`config.mk`:
```
export PLATFORM = sky130hd
export DESIGN_NAME = pal_cell
export DESIGN_NICKNAME = d
export VERILOG_FILES = /design/src/rtl/core/pal_pkg.sv /design/src/rtl/core/pal_cell.sv
export SDC_FILE = /design/constraint.sdc
export NUM_CORES = 1
export LEC_CHECK = 0
export BUFFER_PORTS_ARGS = -buffer_cell sky130_fd_sc_hd__buf_2
export CORE_MARGIN = 4
export CORE_UTILIZATION = 49
export CTS_BUF_LIST = sky130_fd_sc_hd__clkbuf_4
export DETAILED_ROUTE_END_ITERATION = 7
export PLACE_DENSITY = 0.88
export SETUP_SLACK_MARGIN = 0.1
export SYNTH_ARGS = -nofsm -noshare
export SYNTH_HDL_FRONTEND = slang
export SYNTH_SLANG_ARGS = --single-unit
```
`constraint.sdc`:
```
create_clock -name i_clk -period 2.2 [get_ports i_clk]
set_input_delay 0.22 -clock i_clk [delete_from_list [all_inputs] [get_ports i_clk]]
set_output_delay 0.22 -clock i_clk [all_outputs]
set_load 0.02 [all_outputs]
```
`src/rtl/core/pal_pkg.sv`:
```
`timescale 1ns / 1ps
// ----------------------------------------------------------------------------
// pal_pkg
// Shared types and constants of the positional array list: request and
// response beats, status and operation codes, and the cell control word.
// ----------------------------------------------------------------------------
package pal_pkg;

    // list size and derived widths
    localparam int CAPACITY = 64;
    localparam int CNT_W    = $clog2(CAPACITY + 1);
    localparam int POS_W    = $clog2(CAPACITY);
    localparam int IDX_W    = 7;
    localparam int DATA_W   = 32;
    localparam int CMP_W    = (CNT_W > IDX_W) ? CNT_W : IDX_W;

    // operation codes
    localparam logic [1:0] OP_INSERT = 2'd0;
    localparam logic [1:0] OP_REMOVE = 2'd1;
    localparam logic [1:0] OP_READ   = 2'd2;
    localparam logic [1:0] OP_SEARCH = 2'd3;

    // status codes
    localparam logic [2:0] ST_OK        = 3'd0;
    localparam logic [2:0] ST_BAD_INDEX = 3'd1;
    localparam logic [2:0] ST_EMPTY     = 3'd2;
    localparam logic [2:0] ST_FULL      = 3'd3;
    localparam logic [2:0] ST_NOT_FOUND = 3'd4;

    // request beat
    typedef struct packed {
        logic [1:0]               operation;
        logic [IDX_W-1:0]         index;
        logic signed [DATA_W-1:0] value;
    } t_req;

    // response beat
    typedef struct packed {
        logic [2:0]               status;
        logic signed [DATA_W-1:0] read_value;
        logic [5:0]               found_position;
        logic [6:0]               entry_count;
    } t_rsp;

    // what a cell does with its entry this cycle
    typedef enum logic [1:0] {
        CELL_HOLD,
        CELL_LOAD,
        CELL_TAKE_LOWER,
        CELL_TAKE_UPPER
    } t_cell_op;

    // control word from the sequencer to one cell
    typedef struct packed {
        t_cell_op op;
        logic     sel;     // cell position equals the request index
        logic     active;  // cell position is below the count
    } t_cell_ctrl;

endpackage

```
`src/rtl/core/pal_cell.sv`:
```
`timescale 1ns / 1ps
// ----------------------------------------------------------------------------
// pal_cell
// One list slot: holds an entry, loads it from the request or from either
// neighbor, and registers a gated read tap and a search match flag.
// ----------------------------------------------------------------------------
module pal_cell (
    input  logic                                i_clk,
    input  pal_pkg::t_cell_ctrl                 i_ctrl,
    input  logic signed [pal_pkg::DATA_W-1:0]   i_lower,
    input  logic signed [pal_pkg::DATA_W-1:0]   i_upper,
    input  logic signed [pal_pkg::DATA_W-1:0]   i_value,
    output logic signed [pal_pkg::DATA_W-1:0]   o_entry,
    output logic signed [pal_pkg::DATA_W-1:0]   o_pick,
    output logic                                o_match
);

    logic signed [pal_pkg::DATA_W-1:0] r_entry;
    logic signed [pal_pkg::DATA_W-1:0] n_entry;
    logic signed [pal_pkg::DATA_W-1:0] r_pick;
    logic                              r_match;

    // next entry from the shift or load command
    always_comb begin
        case (i_ctrl.op)
            pal_pkg::CELL_LOAD:       n_entry = i_value;
            pal_pkg::CELL_TAKE_LOWER: n_entry = i_lower;
            pal_pkg::CELL_TAKE_UPPER: n_entry = i_upper;
            default:                  n_entry = r_entry;
        endcase
    end

    // entry, read tap and match flag
    always_ff @(posedge i_clk) begin
        r_entry <= n_entry;
        r_pick  <= i_ctrl.sel ? r_entry : '0;
        r_match <= i_ctrl.active && (r_entry == i_value);
    end

    assign o_entry = r_entry;
    assign o_pick  = r_pick;
    assign o_match = r_match;

endmodule

```
==> results of run 1 <==
==> per-stage QoR <==
stage          setup WS, ps  hold WS, ps  total power, mW  cells
6_report                782          120             2.92    494
2_1_floorplan           764          347             1.87    252
5_1_grt                 676          108             3.05    494
4_1_cts                 761          111             2.94    494
3_3_place_gp            796          496             2.14    478
3_5_place_dp            780          502             2.16    478
==> registers in the layout (all words and copies together) (netlist names) <==
signal   flops
o_pick      32
o_match      1
o_entry     32
==> worst reg2reg max path: cells and delay by family (launching register included) <==
family	cells	cell delay (ps)
xor gates and xnor gates	1	160
DFF	1	430
and+or+nand+nor	3	760
==> cells by family (layout without fill, tap and decap cells) <==
| group | after synthesis | in the layout | share of synthesized area [%] |
|---|---|---|---|
| and+or+nand+nor | 77 | 77 | 14.1 |
| DFF | 65 | 65 | 56.9 |
| AOI/OAI and AO/OA | 32 | 32 | 5.62 |
| xor gates and xnor gates | 32 | 32 | 9.83 |
| muxes | 32 | 32 | 11.2 |
| buffers and inverters | 14 | 184 | 2.33 |
==> power by group through the flow <==
stage	logic (mW)	clock network, mW	registers, mW
after floorplan	0.211	0	1.66
after global placement	0.640	0	1.50
after detailed placement	0.654	0	1.51
after CTS	0.657	0.801	1.48
after global routing	0.697	0.862	1.50
final	0.648	0.794	1.48
==> path summary, 6_finish.rpt <==
check	start	endpoint	cells past startpoint
hold reg to reg	o_entry[18]	o_pick[18]	1
setup / recovery	o_entry[23]	o_match	4
hold / removal	i_ctrl[0]	o_match	3
setup reg to reg	o_entry[23]	o_match	4
==> cell usage in the layout (no fill, tap or decap), drive strengths merged <==
master | Yosys | final
a21oi | 32 | 32
and2 | 32 | 32
buf | 7 | 168
bufinv | 0 | 1
clkbuf | 7 | 12
clkinv | 0 | 3
dfxtp | 33 | 33
edfxtp | 32 | 32
mux2i | 32 | 32
nand3 | 2 | 2
nand4 | 1 | 1
nor2 | 32 | 32
nor3 | 2 | 2
nor4 | 7 | 7
or2 | 1 | 1
xnor2 | 1 | 1
xor2 | 31 | 31
==> metal layers <==
layer / vias up / global-route usage [%] / share of wire [%]
li1: 1201 / - / -
met1: 1124 / 24.2 / 39
met2: 105 / 38.5 / 51
met3: 15 / 5.89 / 8.1
met4: 0 / 9.06 / 2.2
met5: - / 0 / 0
==> final cells by class <==
type / count / area share [%]
well taps: 72 / 2.34
repair buffers: 168 / 22.0
clock inverters: 4 / 1.14
multi-input cells: 173 / 30.1
clock buffers: 12 / 2.34
flip-flops and latches: 65 / 42.1
==> impl_metrics.tcl, run 1 <==
set metrics [dict create \
    run_status "finished, final reports clean" \
    avgRoutedWirePerCell_um 16.0 \
    syn_nets 353 \
    fin_worst_skew_ps 11.3 \
    worstPathMaxFanout 3 \
    drtIter0Drc 89 \
    powerDensity_nw_per_um2 757 \
    postLayoutCoreUtil_pct 69.2 \
    worst_path_max_delay_cell "edfxtp_1" \
    switching_share_pct 29.9 \
    slew_viol_final 0 \
    n_antenna_cell 0 \
    grt_pass1_wl_um 11900 \
    syn2layout_area_growth_pct 35.3 \
    die_y_um 84.3 \
    seqPwrFrac_pct 50.6 \
    drive_gt1_share_pct 43.8 \
    place_area_sq_um 3720 \
    fmax_mhz 705 \
    grt_pass1_vias 2465 \
    portBuffers 165 \
    yosysSeqAreaShare_pct 56.9 \
    cts_root_buf "clkbuf_4" \
    die_area_sq_um 7100 \
    layout.area.seq_sq_um 1620 \
    crit_family "simple AND/OR/NAND/NOR gates" \
    cpPeakStageDelay_ps 430 \
    reg2reg_slack_ps 780 \
    critical_path_arrival_ps 1730 \
    start_util_pct 51.1 \
    final_area_sq_um 3860 \
    cp.required_ps 2510 \
    fin_crit_sh_pct 64.5 \
    yosysMostFrequentCell "dfxtp_1" \
    synth_top_area_share_pct 33.7 \
    drc_errors 0 \
    synthCells 252 \
    p_sw_mw 0.872 \
    endpoint_kind "register" \
    hold_viol_final 0 \
    multiInputGateArea_sq_um 1160 \
    leakage_nw 1.88 \
    ys_types 18 \
    rsz0062_at_grt "false" \
    internal_power_mw 2.05 \
    cts_max_level 3 \
    dr.pass1.iters 4 \
    ant_nets 0 \
    numClockSinks 65 \
    critical_path_class "reg -> reg" \
    yosysTopAreaCell "edfxtp_1" \
    combPwrFrac_pct 22.2 \
    yosys_warnings 0 \
    grt_max_degree 65 \
    hp-class "in -> reg" \
    synth_edf_count 32 \
    path_clk_slew_ps 100 \
    track_usage_pct 21.6 \
    post-cts-setup-buffer-count 0 \
    worst_pin_slew_ps 796 \
    hpwl_um 6080 \
    routed_wl_um 7890 \
    cts_buffers 9 \
    grt_overflow 0 \
    cts_resized 0 \
    holdBufCountCts 0 \
    final_nets 518 \
    fp.dieW_um 84.3 \
    netlist_area_sq_um 2850 \
    nFillCells 462 \
    core_sq_um 5570 \
    antenna_found_initial 0 \
    slew_headroom_pct 47.0 \
    setup_viol 0 \
    vias 2445 \
    synth_flop_cell "dfxtp_1" \
    ys_ff_latch 65 \
    viasPerCell 4.95 \
    synthTopCellsByArea "edfxtp_1, dfxtp_1, mux2i_1" \
    cts_tree "built" \
    clock_power_share_pct 27.2 \
    clockBufferDepth 2 \
    critPathBufInv 0 \
    maxCapViolations 0 \
    io-pin-count 166 \
    gp_congestion 0.842 \
    ir_drop_mv 0.452 \
    async_reset_ff_share_pct 0 \
    setup_tns_ps 0 \
    syn_area_per_cell_sq_um 11.3 \
    path_cells "xor2_1 > nor4_1 > nand4_1 > nor3_2" \
    fp-row-count 27 \
    post-route-min-period_ps 1420 \
    startpoint_type "register" \
    insertion_delay_ps 390 \
]
Note: power is estimated with default switching activity, not from simulation.
==> inputs of run 2 (changes only) <==
- CORE_UTILIZATION: 49 -> 45
- PLACE_DENSITY: 0.88 -> 0.82
- clock period: 2.2 -> 1.41 ns (I/O delays scaled with it)
==> run 2 against run 1 <==
  * Non-clock buffer count up 7
  * Worst hold slack got worse by 73 ps
  * Sequential cell count did not move
  * Critical path type unchanged
  * Sequential share of layout area shrank 1.1 points
  * Largest power group unchanged
==> impl_metrics.tcl, run 2 (same netlist as run 1, synthesis figures left out) <==
set metrics [dict create \
    run_status "finished, final reports clean" \
    hp-class "in -> reg" \
    io-pin-count 166 \
    die_y_um 87.6 \
    grt_pass1_wl_um 11000 \
    viasPerCell 4.85 \
    powerDensity_nw_per_um2 1130 \
    cts_tree "built" \
    setup_viol 0 \
    core_sq_um 6030 \
    ant_nets 0 \
    holdPathStages 3 \
    cts_max_level 3 \
    fin_crit_sh_pct 90.5 \
    place_area_sq_um 3760 \
    leakage_nw 1.92 \
    cts_root_buf "clkbuf_4" \
    path_cells "xor2_1 > nor4_2 > nand4_1 > nor3_2" \
    rsz0062_at_grt "true" \
    holdCritStartpoint "i_ctrl[0]" \
    hpwl_um 6040 \
    cts_buffers 9 \
    setup_tns_ps 0 \
    numClockSinks 65 \
    cpPeakStageDelay_ps 440 \
    path_clk_slew_ps 110 \
    worstPathMaxFanout 2 \
    r2r_end "o_match" \
    slew_viol_final 0 \
    critical_path_class "reg -> reg" \
    fin_ws_ps 135 \
    antenna_found_initial 0 \
    track_usage_pct 19.2 \
    r2r_start "o_entry[21]" \
    drive_gt1_share_pct 46.4 \
    crit_family "simple AND/OR/NAND/NOR gates" \
    fp.dieW_um 87.6 \
    cp.depth 4 \
    maxCapViolations 0 \
    die_area_sq_um 7670 \
    layout.area.seq_sq_um 1620 \
    grt_pass1_vias 2369 \
    reg2reg_slack_ps 130 \
    syn2layout_area_growth_pct 38.9 \
    final_cell_mix "buf_2, dfxtp_1" \
    routed_wl_um 7750 \
    dr.pass1.iters 4 \
    portBuffers 165 \
    holdBufCountCts 0 \
    n_antenna_cell 0 \
    worst_pin_slew_ps 510 \
    cp.required_ps 1710 \
    worst_path_max_delay_cell "edfxtp_1" \
    critPathBufInv 0 \
    fmax_mhz 784 \
    multiInputGateArea_sq_um 1210 \
    critPathLaunch "o_entry[21]" \
    insertion_delay_ps 380 \
    endpoint_kind "register" \
    grt_max_degree 45 \
    critical_path_arrival_ps 1580 \
    layout_commonest_cell "buf_2" \
    start_util_pct 47.3 \
    fp-row-count 28 \
    clockBufferDepth 2 \
    post-route-min-period_ps 1280 \
    final_area_sq_um 3960 \
    hold_viol_final 0 \
    final_nets 525 \
    fin_worst_skew_ps 17.6 \
    vias 2446 \
    pre_cts_slack_ps 7.27 \
    nFillCells 516 \
    drtIter0Drc 73 \
    ir_drop_mv 0.646 \
    gp_congestion 0.787 \
    holdPathEnd "o_match" \
    drc_errors 0 \
    avgRoutedWirePerCell_um 15.4 \
    grt_overflow 0 \
    ff2ff_path_depth 4 \
    slew_headroom_pct 66.0 \
    startpoint_type "register" \
]
## run 2: changes by cell type in the layout (fill, tap and decap cells not counted), sizes merged
cell / change
clkinv: -2
bufinv: -1
buf: +7
clkbuf: +3
## run 2: worst max-delay path by stage
stage / end / slack [ps]
after floorplan: o_match / 120
after global placement: o_match / 40
after detailed placement: o_match / 7
after CTS: o_match / 120
after global routing: o_match / 5
final: o_match / 130
## run 2: through the flow
| step | power, mW | util [%] | hold slack (ps) | cells |
|---|---|---|---|---|
| 2_1_floorplan | 2.92 | - | 268 | 252 |
| 3_3_place_gp | 3.35 | 62.5 | 443 | 484 |
| 3_5_place_dp | 3.38 | 62.5 | 443 | 484 |
| 4_1_cts | 4.48 | 65.4 | 33.6 | 504 |
| 5_1_grt | 4.66 | 65.7 | 33.5 | 504 |
| 6_report | 4.46 | 65.7 | 46.9 | 504 |
## run 2: per-layer routing
layer	track usage [%]	wire, um	up-vias
met5	0	0	-
met4	6.28	76	0
met3	4.42	663	10
li1	-	-	1211
met2	36.5	4110	111
met1	20.8	2910	1114
## run 2: power breakdown
group | internal, mW | switching (mW)
sequential | 2.20 | 0.106
clock | 0.481 | 0.597
combinational | 0.446 | 0.631
## run 2: repair_timing
item | in CTS | in global routing
pin swaps | 4 | 2
resized for setup | 5 | 4
setup buffers | 4 | 0
endpoints found under the setup margin | 1 | 3
## run 2: layout make-up
cell class | count | area share [%]
clock inverter | 1 | 0.0948
multi-input combinational | 173 | 30.5
tap | 75 | 2.37
sequential | 65 | 41.0
clock buffer | 15 | 2.84
timing repair buffer | 175 | 23.2
## run 2: worst register-to-register path: cells and delay by family (launching register included)
| kind | cells | cell delay, ps |
|---|---|---|
| DFF | 1 | 440 |
| and+or+nand+nor | 3 | 570 |
| xor gates and xnor gates | 1 | 180 |
